### src/scs_pkg.sv
// Shared constants and codes for the scissor clip stack.
package scs_pkg;

    // Default sizing of the stack and of stored coordinates.
    localparam int STACK_DEPTH_DEF = 16;
    localparam int COORD_BITS_DEF  = 16;

    // Stream payload widths.
    localparam int CMD_W       = 2;
    localparam int RECT_W      = 16;
    localparam int RECT_DATA_W = 4 * RECT_W;
    localparam int OUT_DATA_W  = 72;

    // Configuration port widths.
    localparam int CFG_IDX_W  = 3;
    localparam int CFG_DATA_W = 14;

    // Configuration register widths.
    localparam int SIZE_W = 14;
    localparam int ROT_W  = 2;
    localparam int OFS_W  = 13;

    // Register reset values.
    localparam logic [SIZE_W-1:0] SCREEN_WIDTH_RST  = 14'd640;
    localparam logic [SIZE_W-1:0] SCREEN_HEIGHT_RST = 14'd480;
    localparam logic [SIZE_W-1:0] WINDOW_WIDTH_RST  = 14'd640;
    localparam logic [SIZE_W-1:0] WINDOW_HEIGHT_RST = 14'd480;
    localparam logic [ROT_W-1:0]  ROTATION_RST      = 2'd0;
    localparam logic [OFS_W-1:0]  OFFSET_RST        = 13'd0;

    // Configuration register indexes.
    typedef enum logic [CFG_IDX_W-1:0] {
        CFG_SCREEN_WIDTH  = 3'd0,
        CFG_SCREEN_HEIGHT = 3'd1,
        CFG_WINDOW_WIDTH  = 3'd2,
        CFG_WINDOW_HEIGHT = 3'd3,
        CFG_ROTATION      = 3'd4,
        CFG_OFFSET_X      = 3'd5,
        CFG_OFFSET_Y      = 3'd6
    } cfg_idx_t;

    // Commands carried in the input tuser.
    typedef enum logic [CMD_W-1:0] {
        CMD_PUSH  = 2'd0,
        CMD_POP   = 2'd1,
        CMD_QUERY = 2'd2
    } cmd_t;

    // Result error codes.
    typedef enum logic [1:0] {
        ERR_OK        = 2'd0,
        ERR_UNDERFLOW = 2'd1,
        ERR_OVERFLOW  = 2'd2
    } err_t;

    // Quarter-turn rotation codes.
    typedef enum logic [ROT_W-1:0] {
        ROT_0   = 2'd0,
        ROT_90  = 2'd1,
        ROT_180 = 2'd2,
        ROT_270 = 2'd3
    } rot_t;

endpackage

### src/scissor_clip_stack.sv
// Scissor rectangle stack with push clipping, pop and visibility query.
//
//  Channel   | Direction | Handshake                   | Payload
//  ----------+-----------+-----------------------------+---------------------------------
//  s_axis    | in        | s_axis_tvalid/s_axis_tready | tuser command, tdata rectangle
//  m_axis    | out       | m_axis_tvalid/m_axis_tready | tdata scissor state and status
//  cfg       | in        | cfg_we                      | cfg_index, cfg_data
//
// One command is taken per cycle unless the output stalls; each result passes the input
// register, then the result register, and is set by the single compute stage between them.
// The top stack entry lives in a register and the entry below it is prefetched from the
// stack memory every cycle, so back-to-back pops and pushes need no stall.
// Reset empties the stack at once; the memory needs no clearing pass.
// A result that is not taken holds the result register, then the input register, and
// only then drops s_axis_tready.
module scissor_clip_stack #(
    parameter int STACK_DEPTH = scs_pkg::STACK_DEPTH_DEF,
    parameter int COORD_BITS  = scs_pkg::COORD_BITS_DEF
) (
    input  logic                            clk,
    input  logic                            rst_n,
    input  logic                            s_axis_tvalid,
    output logic                            s_axis_tready,
    // rect_x, rect_y, rect_w, rect_h (16 bits each)
    input  logic [scs_pkg::RECT_DATA_W-1:0] s_axis_tdata,
    // command
    input  logic [scs_pkg::CMD_W-1:0]       s_axis_tuser,
    output logic                            m_axis_tvalid,
    input  logic                            m_axis_tready,
    // scissor_enable, scissor_x, scissor_y, scissor_w, scissor_h, visible,
    // error_code, then zero fill
    output logic [scs_pkg::OUT_DATA_W-1:0]  m_axis_tdata,
    input  logic                            cfg_we,
    input  logic [scs_pkg::CFG_IDX_W-1:0]   cfg_index,
    input  logic [scs_pkg::CFG_DATA_W-1:0]  cfg_data
);
    import scs_pkg::*;

    // Sizing derived from the parameters.
    localparam int C     = COORD_BITS;
    localparam int AW    = $clog2(STACK_DEPTH);
    localparam int CNT_W = $clog2(STACK_DEPTH + 1);
    localparam int WW    = ((COORD_BITS > 20) ? COORD_BITS : 20) + 4;

    // Layout of one stack entry: clipped box, then the box as requested.
    localparam int CX_LSB = 0;
    localparam int CY_LSB = C;
    localparam int CW_LSB = 2 * C;
    localparam int CH_LSB = 3 * C - 1;
    localparam int RX_LSB = 4 * C - 2;
    localparam int RY_LSB = RX_LSB + RECT_W;
    localparam int RW_LSB = RY_LSB + RECT_W;
    localparam int RH_LSB = RW_LSB + RECT_W;
    localparam int EW     = RH_LSB + RECT_W;

    typedef logic signed [WW-1:0] wide_t;
    typedef logic [EW-1:0]        entry_t;

    // Saturation limits for stored and reported values.
    localparam wide_t C_HI = {{(WW-C+1){1'b0}}, {(C-1){1'b1}}};
    localparam wide_t C_LO = ~C_HI;
    localparam wide_t S_HI = {{(WW-15){1'b0}}, {15{1'b1}}};
    localparam wide_t S_LO = ~S_HI;
    localparam wide_t ZERO = '0;

    localparam logic [CNT_W-1:0] CNT_ONE  = {{(CNT_W-1){1'b0}}, 1'b1};
    localparam logic [CNT_W-1:0] CNT_TWO  = CNT_ONE + CNT_ONE;
    localparam logic [CNT_W-1:0] CNT_FULL = CNT_W'(STACK_DEPTH);

    function automatic wide_t sx16(input logic [RECT_W-1:0] v);
        sx16 = {{(WW-RECT_W){v[RECT_W-1]}}, v};
    endfunction

    function automatic wide_t zx_size(input logic [SIZE_W-1:0] v);
        zx_size = {{(WW-SIZE_W){1'b0}}, v};
    endfunction

    function automatic wide_t sx_ofs(input logic [OFS_W-1:0] v);
        sx_ofs = {{(WW-OFS_W){v[OFS_W-1]}}, v};
    endfunction

    function automatic wide_t sx_coord(input logic [C-1:0] v);
        sx_coord = {{(WW-C){v[C-1]}}, v};
    endfunction

    function automatic wide_t zx_len(input logic [C-2:0] v);
        zx_len = {{(WW-C+1){1'b0}}, v};
    endfunction

    function automatic wide_t clamp(input wide_t v, input wide_t lo, input wide_t hi);
        if (v < lo) begin
            clamp = lo;
        end
        else if (v > hi) begin
            clamp = hi;
        end
        else begin
            clamp = v;
        end
    endfunction

    // Configuration registers.
    logic [SIZE_W-1:0] screen_width_reg;
    logic [SIZE_W-1:0] screen_height_reg;
    logic [SIZE_W-1:0] window_width_reg;
    logic [SIZE_W-1:0] window_height_reg;
    logic [ROT_W-1:0]  rotation_reg;
    logic [OFS_W-1:0]  offset_x_reg;
    logic [OFS_W-1:0]  offset_y_reg;

    always_ff @(posedge clk or negedge rst_n)
    begin
        if (!rst_n)
        begin
            screen_width_reg  <= SCREEN_WIDTH_RST;
            screen_height_reg <= SCREEN_HEIGHT_RST;
            window_width_reg  <= WINDOW_WIDTH_RST;
            window_height_reg <= WINDOW_HEIGHT_RST;
            rotation_reg      <= ROTATION_RST;
            offset_x_reg      <= OFFSET_RST;
            offset_y_reg      <= OFFSET_RST;
        end
        else if (cfg_we)
        begin
            unique case (cfg_idx_t'(cfg_index))
                CFG_SCREEN_WIDTH:  screen_width_reg  <= cfg_data[SIZE_W-1:0];
                CFG_SCREEN_HEIGHT: screen_height_reg <= cfg_data[SIZE_W-1:0];
                CFG_WINDOW_WIDTH:  window_width_reg  <= cfg_data[SIZE_W-1:0];
                CFG_WINDOW_HEIGHT: window_height_reg <= cfg_data[SIZE_W-1:0];
                CFG_ROTATION:      rotation_reg      <= cfg_data[ROT_W-1:0];
                CFG_OFFSET_X:      offset_x_reg      <= cfg_data[OFS_W-1:0];
                CFG_OFFSET_Y:      offset_y_reg      <= cfg_data[OFS_W-1:0];
                default:           ;
            endcase
        end
    end

    // Input register and flow control.
    logic                in_valid_reg;
    logic [CMD_W-1:0]    in_cmd_reg;
    logic [RECT_W-1:0]   in_x_reg;
    logic [RECT_W-1:0]   in_y_reg;
    logic [RECT_W-1:0]   in_w_reg;
    logic [RECT_W-1:0]   in_h_reg;
    logic                out_valid_reg;
    logic                advance;

    assign advance       = in_valid_reg && (!out_valid_reg || m_axis_tready);
    assign s_axis_tready = !in_valid_reg || advance;

    always_ff @(posedge clk or negedge rst_n)
    begin
        if (!rst_n)
        begin
            in_valid_reg <= 1'b0;
        end
        else if (s_axis_tready)
        begin
            in_valid_reg <= s_axis_tvalid;
        end
    end

    always_ff @(posedge clk)
    begin
        if (s_axis_tvalid && s_axis_tready)
        begin
            in_cmd_reg <= s_axis_tuser;
            in_x_reg   <= s_axis_tdata[0 +: RECT_W];
            in_y_reg   <= s_axis_tdata[RECT_W +: RECT_W];
            in_w_reg   <= s_axis_tdata[2*RECT_W +: RECT_W];
            in_h_reg   <= s_axis_tdata[3*RECT_W +: RECT_W];
        end
    end

    // Stack state: fill count, cached top entry and the prefetched entry below it.
    logic [CNT_W-1:0] count_reg;
    logic [CNT_W-1:0] count_next;
    entry_t           top_reg;
    entry_t           top_next;
    entry_t           below_reg;
    entry_t           new_entry;
    entry_t           stack_mem [STACK_DEPTH];
    logic [CNT_W-1:0] below_cnt;
    logic [AW-1:0]    below_addr;
    logic [AW-1:0]    wr_addr;
    logic             push_do;
    logic             pop_do;
    logic             stack_full;
    logic             stack_empty;

    assign stack_full  = (count_reg >= CNT_FULL);
    assign stack_empty = (count_reg == '0);
    assign wr_addr     = count_reg[AW-1:0];
    assign below_cnt   = count_next - CNT_TWO;
    assign below_addr  = below_cnt[AW-1:0];

    // Top entry fields widened for arithmetic.
    wide_t t_x, t_y, t_w, t_h;
    wide_t r_x, r_y, r_w, r_h;

    assign t_x = sx_coord(top_reg[CX_LSB +: C]);
    assign t_y = sx_coord(top_reg[CY_LSB +: C]);
    assign t_w = zx_len(top_reg[CW_LSB +: C-1]);
    assign t_h = zx_len(top_reg[CH_LSB +: C-1]);
    assign r_x = sx16(top_reg[RX_LSB +: RECT_W]);
    assign r_y = sx16(top_reg[RY_LSB +: RECT_W]);
    assign r_w = sx16(top_reg[RW_LSB +: RECT_W]);
    assign r_h = sx16(top_reg[RH_LSB +: RECT_W]);

    // Request and configuration values widened.
    wide_t q_x, q_y, q_w, q_h;
    wide_t scr_w, scr_h, win_w, win_h, ofs_x, ofs_y;

    assign q_x   = sx16(in_x_reg);
    assign q_y   = sx16(in_y_reg);
    assign q_w   = sx16(in_w_reg);
    assign q_h   = sx16(in_h_reg);
    assign scr_w = zx_size(screen_width_reg);
    assign scr_h = zx_size(screen_height_reg);
    assign win_w = zx_size(window_width_reg);
    assign win_h = zx_size(window_height_reg);
    assign ofs_x = sx_ofs(offset_x_reg);
    assign ofs_y = sx_ofs(offset_y_reg);

    // Push: fill zero sizes, rotate into window space, clip against the top, saturate.
    wide_t b_w, b_h, m_x, m_y, m_w, m_h;
    wide_t c_x, c_y, c_w, c_h, t_r, t_t;
    wide_t n_x, n_y, n_w, n_h;

    always_comb
    begin
        b_w = (q_w == ZERO) ? (scr_w - q_x) : q_w;
        b_h = (q_h == ZERO) ? (scr_h - q_y) : q_h;

        case (rot_t'(rotation_reg))
            ROT_0:
            begin
                m_x = q_x + ofs_x;
                m_y = win_h - (q_y + b_h) - ofs_y;
                m_w = b_w;
                m_h = b_h;
            end
            ROT_90:
            begin
                m_x = scr_h - (q_y + b_h) + ofs_y;
                m_y = win_w - (q_x + b_w) - ofs_x;
                m_w = b_h;
                m_h = b_w;
            end
            ROT_180:
            begin
                m_x = scr_w - (q_x + b_w) + ofs_x;
                m_y = win_h - scr_h + q_y - ofs_y;
                m_w = b_w;
                m_h = b_h;
            end
            default:
            begin
                m_x = q_y + ofs_y;
                m_y = win_w - scr_w + q_x - ofs_x;
                m_w = b_h;
                m_h = b_w;
            end
        endcase

        // Intersect with the current top when there is one.
        t_r = t_x + t_w;
        t_t = t_y + t_h;
        c_x = m_x;
        c_y = m_y;
        c_w = m_w;
        c_h = m_h;
        if (!stack_empty)
        begin
            c_x = (t_x > m_x) ? t_x : m_x;
            c_y = (t_y > m_y) ? t_y : m_y;
            if (t_r < c_x + m_w)
            begin
                c_w = t_r - c_x;
            end
            if (t_t < c_y + m_h)
            begin
                c_h = t_t - c_y;
            end
        end

        n_x = clamp(c_x, C_LO, C_HI);
        n_y = clamp(c_y, C_LO, C_HI);
        n_w = clamp(c_w, ZERO, C_HI);
        n_h = clamp(c_h, ZERO, C_HI);

        new_entry = {in_h_reg, in_w_reg, in_y_reg, in_x_reg,
                     n_h[C-2:0], n_w[C-2:0], n_y[C-1:0], n_x[C-1:0]};
    end

    // Query: inclusive overlap against the window and the requested top box.
    logic vis_calc;
    logic q_left_out, q_below_out, q_on_edge, win_ov, req_ov;
    wide_t q_r, q_t;

    always_comb
    begin
        q_r         = q_x + q_w;
        q_t         = q_y + q_h;
        q_left_out  = (q_w > ZERO) && (q_r <= ZERO);
        q_below_out = (q_h > ZERO) && (q_t <= ZERO);
        q_on_edge   = (q_x == win_w) || (q_y == win_h);
        win_ov      = (((ZERO >= q_x) && (ZERO <= q_r)) || ((q_x >= ZERO) && (q_x <= win_w)))
                   && (((ZERO >= q_y) && (ZERO <= q_t)) || ((q_y >= ZERO) && (q_y <= win_h)));
        req_ov      = (((r_x >= q_x) && (r_x <= q_r)) || ((q_x >= r_x) && (q_x <= r_x + r_w)))
                   && (((r_y >= q_y) && (r_y <= q_t)) || ((q_y >= r_y) && (q_y <= r_y + r_h)));
        vis_calc    = !q_left_out && !q_below_out && !q_on_edge && win_ov
                   && (stack_empty || req_ov);
    end

    // Command decode.
    logic       vis_next;
    logic [1:0] err_next;

    always_comb
    begin
        push_do  = 1'b0;
        pop_do   = 1'b0;
        vis_next = 1'b0;
        err_next = ERR_OK;
        unique case (cmd_t'(in_cmd_reg))
            CMD_PUSH:
            begin
                if (stack_full)
                begin
                    err_next = ERR_OVERFLOW;
                end
                else
                begin
                    push_do = advance;
                end
            end
            CMD_POP:
            begin
                if (stack_empty)
                begin
                    err_next = ERR_UNDERFLOW;
                end
                else
                begin
                    pop_do = advance;
                end
            end
            CMD_QUERY: vis_next = vis_calc;
            default:   ;
        endcase

        count_next = count_reg;
        top_next   = top_reg;
        if (push_do)
        begin
            count_next = count_reg + CNT_ONE;
            top_next   = new_entry;
        end
        else if (pop_do)
        begin
            count_next = count_reg - CNT_ONE;
            top_next   = below_reg;
        end
    end

    // Count update.
    always_ff @(posedge clk or negedge rst_n)
    begin
        if (!rst_n)
        begin
            count_reg <= '0;
        end
        else
        begin
            count_reg <= count_next;
        end
    end

    // Top register, stack memory and prefetch of the entry below the top.
    always_ff @(posedge clk)
    begin
        top_reg   <= top_next;
        below_reg <= stack_mem[below_addr];
        if (push_do)
        begin
            stack_mem[wr_addr] <= new_entry;
        end
    end

    // Result fields from the top after this step.
    logic        en_next;
    wide_t       o_x, o_y, o_w, o_h;

    assign en_next = (count_next != '0);
    assign o_x     = clamp(sx_coord(top_next[CX_LSB +: C]), S_LO, S_HI);
    assign o_y     = clamp(sx_coord(top_next[CY_LSB +: C]), S_LO, S_HI);
    assign o_w     = clamp(zx_len(top_next[CW_LSB +: C-1]), ZERO, S_HI);
    assign o_h     = clamp(zx_len(top_next[CH_LSB +: C-1]), ZERO, S_HI);

    // Result register.
    logic        out_en_reg;
    logic [15:0] out_x_reg;
    logic [15:0] out_y_reg;
    logic [14:0] out_w_reg;
    logic [14:0] out_h_reg;
    logic        out_vis_reg;
    logic [1:0]  out_err_reg;

    always_ff @(posedge clk or negedge rst_n)
    begin
        if (!rst_n)
        begin
            out_valid_reg <= 1'b0;
        end
        else if (advance)
        begin
            out_valid_reg <= 1'b1;
        end
        else if (m_axis_tready)
        begin
            out_valid_reg <= 1'b0;
        end
    end

    always_ff @(posedge clk)
    begin
        if (advance)
        begin
            out_en_reg  <= en_next;
            out_x_reg   <= en_next ? o_x[15:0] : 16'd0;
            out_y_reg   <= en_next ? o_y[15:0] : 16'd0;
            out_w_reg   <= en_next ? o_w[14:0] : 15'd0;
            out_h_reg   <= en_next ? o_h[14:0] : 15'd0;
            out_vis_reg <= vis_next;
            out_err_reg <= err_next;
        end
    end

    assign m_axis_tvalid = out_valid_reg;
    assign m_axis_tdata  = {6'd0, out_err_reg, out_vis_reg, out_h_reg, out_w_reg,
                            out_y_reg, out_x_reg, out_en_reg};

endmodule
### config.mk
export PLATFORM = sky130hd
export DESIGN_NAME = scissor_clip_stack
export DESIGN_NICKNAME = d
export VERILOG_FILES = /design/src/scs_pkg.sv /design/src/scissor_clip_stack.sv
export SDC_FILE = /design/constraint.sdc
export NUM_CORES = 2
export LEC_CHECK = 0
export BUFFER_PORTS_ARGS = -buffer_cell sky130_fd_sc_hd__buf_2
export CORE_MARGIN = 1
export CORE_UTILIZATION = 50
export DETAILED_ROUTE_END_ITERATION = 7
export PLACE_DENSITY = 0.62
export SYNTH_ARGS = -nofsm -noshare
export SYNTH_HDL_FRONTEND = slang
export SYNTH_SLANG_ARGS = --single-unit
export TNS_END_PERCENT = 30
### constraint.sdc
create_clock -name clk -period 19.43 [get_ports clk]
set_clock_uncertainty 0.1 [all_clocks]
set_input_delay 1.943 -clock clk [delete_from_list [all_inputs] [get_ports clk]]
set_output_delay 1.943 -clock clk [all_outputs]
set_load 0.01 [all_outputs]
==> results_dict.tcl <==
set metrics [dict create \
    crit_end "stack_mem[7][32]" \
    r2r-end "stack_mem[7][32]" \
    cap_violations 0 \
    finalHoldViolations 0 \
    seq_area_frac_synth 0.589 \
    setup_tns_ns 0 \
    antenna_found_initial 35 \
    ff2ff_setup_slack_ns 1.22 \
    seqCellArea_um2 72500 \
    clkLatencyLatePin_ns 0.95 \
    num_rows 181 \
    worstSetupStartpoint "in_y_reg[2]" \
    cts_inserted_buffers 277 \
    via_per_inst 6.30 \
    largest_reg_flops 2016 \
    gr-total-overflow 0 \
    dieArea_um2 248000 \
    place_ws_ns 1.61 \
    postCtsSetupBuffers 0 \
    critical_path.max_fanout 26 \
    cts_sinks 2491 \
    final_antenna_net_count 0 \
    grt_pass1_vias 75600 \
    grt_max_degree 137 \
    ys_ff_latch 2491 \
    synth_area_um2 123000 \
    max_slew.worst_pin.slew_ns 1.38 \
    synth_area_per_cell_um2 14.9 \
    instances_no_fill 12100 \
    synth_most_common_cell "edfxtp_1" \
    netlist_instances 8265 \
    synthFlopType "edfxtp_1" \
    hold_class "register to register" \
    synth_edf_count 2212 \
    final_cell_area_um2 138000 \
    outcome "finished clean" \
    drt-pass1-iter-count 6 \
    fmax_mhz 54.9 \
    start_util 0.504 \
    placed_cell_area_um2 129000 \
    required_ns 19.89 \
    die_w_um 498 \
    max_slew_margin 0.0566 \
    cts_htree_levels 5 \
    io_pins 162 \
    gp_congestion 1.02 \
    slowest_delay_ns 0.84 \
    cp_slowest_cell "a2111oi_0" \
    yosys-top-cells-count "edfxtp_1 (2212), ha_1 (741), mux4_2 (653)" \
    cts_tree "done" \
    min_period_over_period 0.937 \
    route.detailed.drc 0 \
    layout.nets 9562 \
    setup_viol 0 \
    slew_viol_final 0 \
    io_buffers 155 \
    via_count 76000 \
    cts_max_path_buffers 4 \
    hold_buffers 0 \
    avgRoutedWirePerCell_um 31.2 \
    crit_arrival_ns 18.67 \
    fillers 19100 \
    yosysTopAreaCell "edfxtp_1" \
    multi_input_area_um2 47600 \
    cp_common_cell "o21ai_0" \
    setup_slack_ns 1.22 \
    end_kind "register" \
    wl_um 376000 \
    drtIter0Drc 7885 \
    grt_pass1_wl_um 537000 \
    grtUsageTotal 0.302 \
    clkTransAtPathRegs_ns 0.06 \
    synth_top_area_share 0.540 \
    rr_worst_depth 73 \
    rsz0062_at_grt "true" \
    final.min_clock_period_ns 18.21 \
    synthArstFlopShare 0.0365 \
    root_buffer "clkbuf_16" \
    dp.cells 11600 \
    synth.distinct_cells 112 \
    yosys_warnings 0 \
    worstSetupPathType "register to register" \
    dp_hpwl_um 250000 \
    syn2layout_area_growth_pct 11.9 \
    synthTopCellsByArea "edfxtp_1 (54%), mux4_2 (12%), ha_1 (7.5%)" \
    drive_above_1_share 0.183 \
    rr_startpoint "in_y_reg[2]" \
    die_h_um 498 \
    start_kind "register" \
    fp.coreArea_um2 244000 \
]
-- area by class of cell --
class / count / area share
multi-input cells: 4931 / 0.346
flip-flops and latches: 2491 / 0.527
well taps: 3202 / 0.0291
clock inverters: 124 / 0.0104
repair buffers: 360 / 0.0178
diodes: 15 / 0.000273
clock buffers: 361 / 0.0545
inverters: 574 / 0.0157
-- placed cells by master, fill, tap and decap left out, types with 63 or more instances in the layout --
cell type / netlist / routed
buf_4: 13 / 193
dfrtp_1: 79 / 78
buf_2: 6 / 154
clkbuf_1: 210 / 63
dfxtp_1: 188 / 188
mux4_2: 653 / 653
nand2_1: 356 / 356
nor2_1: 334 / 320
xnor2_1: 232 / 230
o21bai_1: 114 / 114
nor3_1: 108 / 103
nand2b_1: 93 / 93
fa_1: 98 / 98
and3_1: 70 / 70
a21o_1: 132 / 132
ha_1: 741 / 740
nor2b_1: 88 / 88
nand3_1: 92 / 92
edfxtp_1: 2212 / 2212
o21ai_0: 360 / 359
clkbuf_16: 0 / 281
a21oi_1: 453 / 444
inv_1: 574 / 571
xor2_1: 102 / 102
-- cells by family after synthesis --
logic type / after synthesis / share of synthesized area
buf+inv: 848 / 0.0265
fa+ha+maj: 839 / 0.0913
compound gates: 1560 / 0.0817
mux: 763 / 0.129
flops: 2491 / 0.589
other cells: 1 / 0.0000305
xor+xnor: 334 / 0.0238
simple gates: 1429 / 0.0582
-- per-layer routing --
metal | vias to the layer above | share of wire | wire length [um] | global-route usage
met5 | - | 0.00018 | 69 | 0
met1 | 39300 | 0.41 | 152000 | 0.408
met4 | 12 | 0.046 | 17500 | 0.128
met2 | 3089 | 0.47 | 178000 | 0.486
met3 | 688 | 0.075 | 28300 | 0.0490
li1 | 32800 | - | - | -
-- metrics by stage --
stage,hold slack (ns),util
6_report,0.365,0.564
5_1_grt,0.390,0.564
4_1_cts,0.364,0.564
3_5_place_dp,0.351,0.527
3_3_place_gp,0.335,0.527
2_1_floorplan,0.327,-
-- how the worst min path moves through the flow --
| stage | start | to | slack, ns | cells past startpoint |
|---|---|---|---|---|
| after floorplan | below_reg[46] | top_reg[46] | 0.33 | 2 |
| after global placement | below_reg[5] | top_reg[5] | 0.34 | 2 |
| after detailed placement | below_reg[6] | top_reg[6] | 0.35 | 2 |
| after CTS | below_reg[6] | top_reg[6] | 0.36 | 2 |
| after global routing | below_reg[6] | top_reg[6] | 0.39 | 2 |
| final | below_reg[6] | top_reg[6] | 0.36 | 2 |
-- critical path: cells and delay by family (launching register included) --
family	cells	cell delay, ns
adders and majority gates	8	2.63
and+or+nand+nor	19	4.04
AOI/OAI and AO/OA	35	8.96
xor gates and xnor gates	1	0.15
DFF	1	0.33
buffers and inverters	10	1.59
-- repair_timing --
item | 4_1_cts | 5_1_grt
hold endpoints to repair | 0 | 0
gates resized for setup | 0 | 9
endpoints found under the setup margin | 0 | 190
Power is left out: the tool's default activity adds up to more than one toggle a clock period on the data nets, which glitch-free logic cannot reach.
